===== src/rtl/lca_pkg.sv =====
// lca_pkg: sizes, field types, operation codes and sequencer states of the
// lru channel allocator. No dependencies; every other file imports it.

package lca_pkg;

    localparam int CLIENT_SLOTS = 256;
    localparam int CHANNELS     = 6;
    localparam int STAMP_BITS   = 32;
    localparam int TAG_BITS     = 16;

    localparam int ROW_BITS = (CLIENT_SLOTS > 1) ? $clog2(CLIENT_SLOTS) : 1;
    localparam int CH_BITS  = $clog2(CHANNELS);

    // fixed request and response field widths
    localparam int FUNC_BITS   = 3;
    localparam int CLIENT_BITS = 8;
    localparam int OBJECT_BITS = 16;
    localparam int CHF_BITS    = 3;
    localparam int TICK_BITS   = 32;

    typedef logic [FUNC_BITS-1:0]   func_t;
    typedef logic [CLIENT_BITS-1:0] client_t;
    typedef logic [OBJECT_BITS-1:0] object_t;
    typedef logic [CHF_BITS-1:0]    chan_field_t;
    typedef logic [TICK_BITS-1:0]   ticks_t;

    localparam func_t FUNC_ANON_AUTO    = 3'd0;
    localparam func_t FUNC_OWNED_AUTO   = 3'd1;
    localparam func_t FUNC_TRY_REUSE    = 3'd2;
    localparam func_t FUNC_MANUAL       = 3'd3;
    localparam func_t FUNC_RESET_CLIENT = 3'd4;

    typedef logic [ROW_BITS-1:0]   row_idx_t;
    typedef logic [CH_BITS-1:0]    ch_idx_t;
    typedef logic [STAMP_BITS-1:0] stamp_t;
    typedef logic [TAG_BITS-1:0]   tag_t;

    typedef struct packed {
        stamp_t stamp;
        tag_t   tag;
    } chan_entry_t;

    typedef chan_entry_t [CHANNELS-1:0] row_t;

    typedef enum logic [1:0] {
        ST_IDLE,
        ST_CHECK,
        ST_SCAN,
        ST_FINISH
    } lca_state_t;

    // control from the sequencer to the row store
    typedef struct packed {
        logic     rd_en;
        logic     wr_en;
        logic     clr_en;
        row_idx_t row;
    } lca_store_cmd_t;

endpackage


===== src/rtl/lca_if_note_placeholder.sv =====
// lca_owner_check: ownership test of a request's hint channel against the
// owner tag held in the client row
// depends on lca_pkg

module lca_owner_check
    import lca_pkg::*;
(
    input  row_t        row_data,
    input  tag_t        tag,
    input  chan_field_t hint,
    output logic        owns
);

    logic    hint_ok;
    ch_idx_t hint_idx;
    tag_t    hint_tag;

    always_comb
    begin
        hint_ok  = (32'(hint) < CHANNELS);
        hint_idx = CH_BITS'(hint);
        hint_tag = hint_ok ? row_data[hint_idx].tag : '0;
        owns     = hint_ok && (tag != '0) && (hint_tag == tag);
    end

endmodule


===== config.mk =====
export PLATFORM = sky130hd
export DESIGN_NAME = lca_owner_check
export DESIGN_NICKNAME = d
export VERILOG_FILES = /design/src/rtl/lca_pkg.sv /design/src/rtl/lca_if_note_placeholder.sv
export SDC_FILE = /design/constraint.sdc
export NUM_CORES = 1
export LEC_CHECK = 0
export ABC_AREA = 1
export BUFFER_PORTS_ARGS = -buffer_cell sky130_fd_sc_hd__buf_2
export CAP_MARGIN = 0
export CORE_AREA = 2 2 120 122
export DETAILED_ROUTE_END_ITERATION = 10
export DIE_AREA = 0 0 122 124
export PLACE_DENSITY = 0.45
export SYNTH_ARGS = -nofsm -noshare
export SYNTH_HDL_FRONTEND = slang
export SYNTH_SLANG_ARGS = --single-unit

===== constraint.sdc =====
create_clock -name vclk -period 1.64
set_input_delay 0.328 -clock vclk [all_inputs]
set_output_delay 0.328 -clock vclk [all_outputs]
set_load 0.01 [all_outputs]

; Word-level counts from Yosys, hierarchy flattened
; Cells that the tools add are included.
[totals]
regBits = 0
output_inout_bits = 1
word_cells = 9
[classes]
magnitude_cmp = 2
eq_ne = 1
n_mux = 3
n_reduce_logical = 3
[ops]
columns = op, n
row1 = $bmux 48 s3, 1
row2 = $mux 16, 2
row3 = $eq 16x16->1, 1
row4 = $reduce_bool 16->1, 1
row5 = $lt 3x4->1 const B, 1
row6 = $lt 3x3->1 const B, 1
row7 = $logic_and 1x1->1, 2

; Depth between registers and ports, before layout
; Gate-level depths: netlist (run 1).
[logic_depth]
depth_word = 5
ltp_mapped = 14
depth_no_buf = 12

; Worst setup path after synthesis (run 1)
; OpenSTA, ideal clock, no wires.
[synth_path]
kind = input to output
from = in hint[0]
to = out owns
arrival_time_ps = 1422
required_ps = 1312
slack_ps = -110
stages = 12
path_buffers = 3
path_cell_list = buf_6 -> inv_4 -> buf_6 -> buf_6 -> nor2_1 -> o21ai_1 -> nand2_1 -> nand2_1 -> nand2_1 -> a21oi_1 -> nand3_1 -> nor2_1
[synth_via]
elab_chain_cells = 5
word_cells_on_any_way = 7
cone_classes = order compare: 1 / eq/ne: 1 / mux: 3 / reduce/logical: 2
[synth_lines]
columns = item, line_no
row1 = "start, declared", lca_if_note_placeholder.sv:10  ; input chan_field_t hint,
row2 = $bmux 48 s3, lca_if_note_placeholder.sv:22  ; hint_tag = hint_ok ? row_data[hint_idx].tag : '0;
row3 = $mux 16 (implied by the code), lca_if_note_placeholder.sv:22
row4 = $mux 16, lca_if_note_placeholder.sv:22
row5 = $eq 16x16->1, lca_if_note_placeholder.sv:23  ; owns = hint_ok && (tag != '0) && (hint_tag == tag);
row6 = $logic_and 1x1->1 (*), lca_if_note_placeholder.sv:23
row7 = "end, declared", lca_if_note_placeholder.sv:11  ; output logic owns
; Mark *: on every way between the ends. The rest lies on a longest branch, timed or not. The select of a mux whose other input is x is not followed.

; Final worst setup path (run 1)
; Ends and elaborated chain as after synthesis.

==> results of run 1 <==
[per-layer routing]
layer,part of all wire,vias to the layer above,global-route usage
met5,0.0026,-,0
li1,-,1359,-
met1,0.46,1103,0.159
met2,0.44,90,0.199
met4,0.00011,4,0.000718
met3,0.097,4,0.0343
[final cells by class]
type	instances	area, um^2	share of cell area
tap	180	225	0.0763
timing repair inverter	1	3.75	0.00127
multi-input combinational	265	1270	0.430
timing repair buffer	154	1170	0.397
inverter	69	279	0.0945
antenna	2	5.00	0.00169
[synth_stat cells (all sizes together)]
| library cell | instances |
|---|---|
| nor2 | 33 |
| nor3 | 1 |
| nand2 | 128 |
| o21ai | 22 |
| buf | 20 |
| o211ai | 5 |
| inv | 68 |
| nand4 | 2 |
| clkinv | 1 |
| a21oi | 5 |
| nand3 | 59 |
| nand3b | 2 |
| or2 | 8 |
[power by group through the flow]
stage | Clock [W] | Sequential, W | Combinational (W)
2_1_floorplan | 0 | 0 | 0.000319
3_3_place_gp | 0 | 0 | 0.000587
3_5_place_dp | 0 | 0 | 0.000587
4_1_cts | 0 | 0 | 0.000717
5_1_grt | 0 | 0 | 0.000814
6_report | 0.000000000163 | 0 | 0.000719
[worst max path at each step]
stage | startpoint | depth (start not counted) | endpoint | slack (ps)
after floorplan | hint[0] | 12 | owns | -90
after global placement | hint[0] | 13 | owns | -480
after detailed placement | hint[0] | 13 | owns | -490
after CTS | hint[0] | 13 | owns | -320
after global routing | hint[0] | 15 | owns | -500
final | hint[0] | 12 | owns | -360
[worst max-delay path: stages]
cell     delay (ps)
buf_16          130
buf_12          140
buf_16          140
nand2_4          70
nand3_2          70
nand3_2         100
buf_6            90
a21oi_1          50
nor3_1          210
nand3_1         120
nor2_2          120
buf_6           110
[kinds of logic (layout without fill, tap and decap cells)]
| group | count (synthesis) | after routing | share of synthesized area |
|---|---|---|---|
| simple gates | 233 | 233 | 0.622 |
| buf+inv | 89 | 224 | 0.260 |
| compound gates | 32 | 32 | 0.118 |
| other cells | 0 | 2 | 0 |
[timing repair]
item / CTS / global route
gates resized for setup: 53 / 6
endpoints found under the setup margin: 1 / 1
pin swaps: 28 / 5
setup buffers: 6 / 0
cloned: 7 / 0
[through the flow]
| stage | setup WS, ps | util |
|---|---|---|
| global route | -501 | 0.215 |
| global placement | -477 | 0.183 |
| floorplan | -91.4 | - |
| CTS | -324 | 0.213 |
| finish | -362 | 0.215 |
| detailed placement | -494 | 0.183 |
==> run_results.csv, run 1 <==
group,metric,value,unit
status,status,"finished, violations left",
status,violations,"setup timing",
min_path,holdCritPathClass,"input pin to output port",
layout,final_common_cell,"nand2_1",
layout,stdcell_count,671,
layout,layout-drive-gt1-share,0.372,
logic_synthesis,synth_area_leaders,"nand2_1, nand3_1, inv_1, nor2_1, buf_6",
sta,setup_viol,1,
power,power,0.000719,W
drt,drtPass1Iterations,4,
layout,clkbuf_count,0,
die,rows,43,
drt,finalWirelength,8830,um
sta,period_needed,2000,ps
layout,final_nets,798,
power,pwr-share-comb,1.000,
power,p_per_area,244,nW/um^2
sta,hold_viol,0,
global_routing,grt_pass1_wl,13900,um
power,clockPowerShare,0,
drt,antenna_left,0,
worst_setup_path,critical_path_class,"input pin to output port",
worst_setup_path,critPathRequiredTime,1310,ps
logic_synthesis,yosys.area.top_type,"nand2_1",
sta,drv_slew,0,
logic_synthesis,syn_area,1590,um^2
die,fp.dieArea,15100,um^2
global_routing,overflow,0,
layout,areaGrowthSynthToFinish,85.7,%
min_path,hold_path_depth,8,
layout,fillers,1640,
global_routing,antenna_found_initial,5,
sta,fmax,500,MHz
worst_setup_path,worstPathMaxFanout,7,
worst_setup_path,crit_arrival,1670,ps
logic_synthesis,syn_inst,354,
place,dp_cells,656,
layout,fin_area,2950,um^2
die,io_pins,308,
drt,avgViaCountPerCell,3.82,
drt,drt-initial-drc-count,101,
logic_synthesis,syn_nets,661,
global_routing,grt.total_usage,0.118,
power,max-vdd-ir-drop,0.0000583,V
sta,final.setup.tns,-362,ps
power,p_seq_frac,0,
power,power_switching,0.000350,W
layout,seq_cell_count,0,
power,internal-power,0.000369,W
worst_setup_path,worst_setup_path_start_kind,"input pin",
die,core-area,13700,um^2
layout,regArea,0,um^2
global_routing,grt_pass1_vias,2588,
place,dp_hpwl,7050,um
power,leakagePower,1.76,nW
drt,vias,2560,
min_path,worstHoldEndpoint,"owns",
min_path,hp-start,"tag[3]",
drt,drc,0,
die,start_util,0.116,
logic_synthesis,synth-seq-area-share,0,
die,die_h,124,um
run,maxCapViolCount,0,
place,port_buffers,116,
sta,slew_headroom,0.821,
place,dpl_cell_area,2500,um^2
worst_setup_path,end_kind,"output port",
sta,layout_setup_ws,-362,ps
drt,wl_per_cell,13.2,um
sta,rsz0062_at_grt,"yes",
sta,hold_ws,1180,ps
global_routing,grt_max_degree,23,
logic_synthesis,avgSynthCellArea,4.49,um^2
sta,tightestPinTransition,267,ps
layout,mostFrequentLayoutCells,"nand2_1, buf_2, inv_1",
logic_synthesis,yosys_warnings,0,
power,switching_share,0.487,
sta,finalCritPeriodShare,1.22,
die,die_w,122,um
logic_synthesis,ys_types,22,
place,place.gp.congestion,0.784,
logic_synthesis,synth_top_area_frac,0.300,
cts,hold_buffers,0,
No activity file was read; power rests on OpenSTA's default activity.
==> inputs of run 2 (changes only) <==
--- a/config.mk
+++ b/config.mk
@@ -12,6 +12,8 @@
 export DETAILED_ROUTE_END_ITERATION = 10
 export DIE_AREA = 0 0 122 124
 export PLACE_DENSITY = 0.45
+export REMOVE_ABC_BUFFERS = 1
 export SYNTH_ARGS = -nofsm -noshare
 export SYNTH_HDL_FRONTEND = slang
 export SYNTH_SLANG_ARGS = --single-unit
+export TNS_END_PERCENT = 20
==> run 2 against run 1 <==
Compared with the run above:
- the flow still finishes with violations (setup timing)
- routed wire length decreased by 4.6%
- clock-buffer cell count is the same
- via count shrank 3.6%
==> run_results.csv, run 2 (synthesis gave the netlist of run 1 again) <==
group,metric,value,unit
global_routing,grt.total_usage,0.107,
drt,vias,2468,
sta,setup_viol,1,
worst_setup_path,critical_path_buf_inv_count,4,
layout,final_common_cell,"nand2_1",
drt,avgViaCountPerCell,3.71,
sta,fmax,503,MHz
worst_setup_path,worstPathMaxFanout,9,
layout,regArea,0,um^2
place,dp_cells,652,
worst_setup_path,cp_slowest_cell,"o21ai_0",
drt,finalWirelength,8420,um
power,p_per_area,238,nW/um^2
layout,fin_util,0.207,
place,port_buffers,116,
drt,drt-initial-drc-count,75,
status,status,"finished, violations left",
layout,areaGrowthSynthToFinish,79.0,%
place,place.gp.congestion,0.767,
drt,antenna_left,0,
min_path,holdCritPathClass,"input pin to output port",
worst_setup_path,worst-path-stages,10,
die,fp.dieArea,15100,um^2
layout,final_nets,792,
layout,multiInputGateArea,1270,um^2
min_path,hp-start,"tag[14]",
layout,seq_cell_count,0,
sta,rsz0062_at_grt,"yes",
global_routing,antenna_found_initial,4,
sta,finalCritPeriodShare,1.21,
sta,period_needed,1990,ps
drt,drtPass1Iterations,4,
cts,hold_buffers,0,
global_routing,overflow,0,
die,rows,43,
layout,layout-drive-gt1-share,0.371,
worst_setup_path,critPathRequiredTime,1310,ps
drt,drc,0,
layout,clkbuf_count,0,
global_routing,grt_max_degree,19,
die,core-area,13700,um^2
power,max-vdd-ir-drop,0.0000907,V
die,die_h,124,um
sta,layout_setup_ws,-349,ps
sta,tightestPinTransition,258,ps
worst_setup_path,critPathMaxStageDelay,240,ps
worst_setup_path,end_kind,"output port",
sta,hold_viol,0,
worst_setup_path,critical_path_class,"input pin to output port",
worst_setup_path,startpoint,"hint[0]",
sta,drv_slew,0,
worst_setup_path,cp_cell_sequence,"buf_16, inv_8, clkbuf_16, nor2_1, o21ai_0, a21oi_1, nor3_1, nand3_1, nor2_2, buf_2",
layout,mostFrequentLayoutCells,"nand2_1, buf_2, inv_1",
global_routing,grt_pass1_wl,12700,um
global_routing,grt_pass1_vias,2376,
worst_setup_path,critPathTopFamily,"buffers and inverters",
min_path,hold_path_depth,7,
run,maxCapViolCount,0,
drt,wl_per_cell,12.7,um
place,dp_hpwl,6600,um
power,leakagePower,1.70,nW
sta,slew_headroom,0.826,
die,die_w,122,um
worst_setup_path,worst_setup_path_start_kind,"input pin",
worst_setup_path,crit_arrival,1660,ps
status,violations,"setup timing",
layout,fillers,1613,
die,io_pins,308,
die,start_util,0.116,
layout,stdcell_count,665,
-- run 2: cell count changes in the layout (fill, tap and decap cells not counted), moves of 3 or more --
cell       delta
or2_4         +3
o21ai_1       -5
o21ai_2       +3
clkbuf_16     +4
or2_1         -3
-- run 2: area by class of cell --
class              count  area share
diodes                 2     0.00176
inverters             69      0.0963
multi-input cells    265       0.445
well taps            180      0.0791
repair buffers       149       0.378
-- run 2: path summary, 6_finish.rpt --
check	slack (ps)	end
max	-350	owns
min	1170	owns
-- run 2: power by group --
group             internal, W  switching (W)
Clock          0.000000000163              0
Sequential                  0              0
Combinational        0.000343       0.000334
Total                0.000343       0.000334
-- run 2: tightest hold or removal path, stage by stage --
cell     delay [ps]
buf_2           100
nand2_1          50
nand2_1          50
nor2_1           40
nand3_1         100
nor2_2           50
buf_2           130
-- run 2: metal layers --
layer,part of all wire,vias to the layer above,track usage
met5,0.0030,-,0
met4,0.0036,4,0.00359
met3,0.066,6,0.0220
met2,0.42,86,0.178
met1,0.50,1027,0.149
li1,-,1345,-
-- run 2: repair_timing --
| action | 4_1_cts | 5_1_grt |
|---|---|---|
| setup endpoints to repair | 1 | 1 |
| cloned | 3 | 4 |
| pin swaps | 4 | 21 |
| buffers inserted | 4 | 1 |
| resized for setup | 15 | 33 |
-- run 2: metrics by stage --
stage          setup WS [ps]  setup TNS, ps  cell area [um^2]  power (W)  hold WS [ps]
2_1_floorplan          -82.2          -82.2              1440   0.000262           887
3_3_place_gp            -561           -561              2480   0.000572          1200
3_5_place_dp            -568           -568              2480   0.000572          1190
4_1_cts                 -423           -423              2650   0.000630          1190
5_1_grt                 -479           -479              2840   0.000769          1250
6_report                -349           -349              2850   0.000676          1170
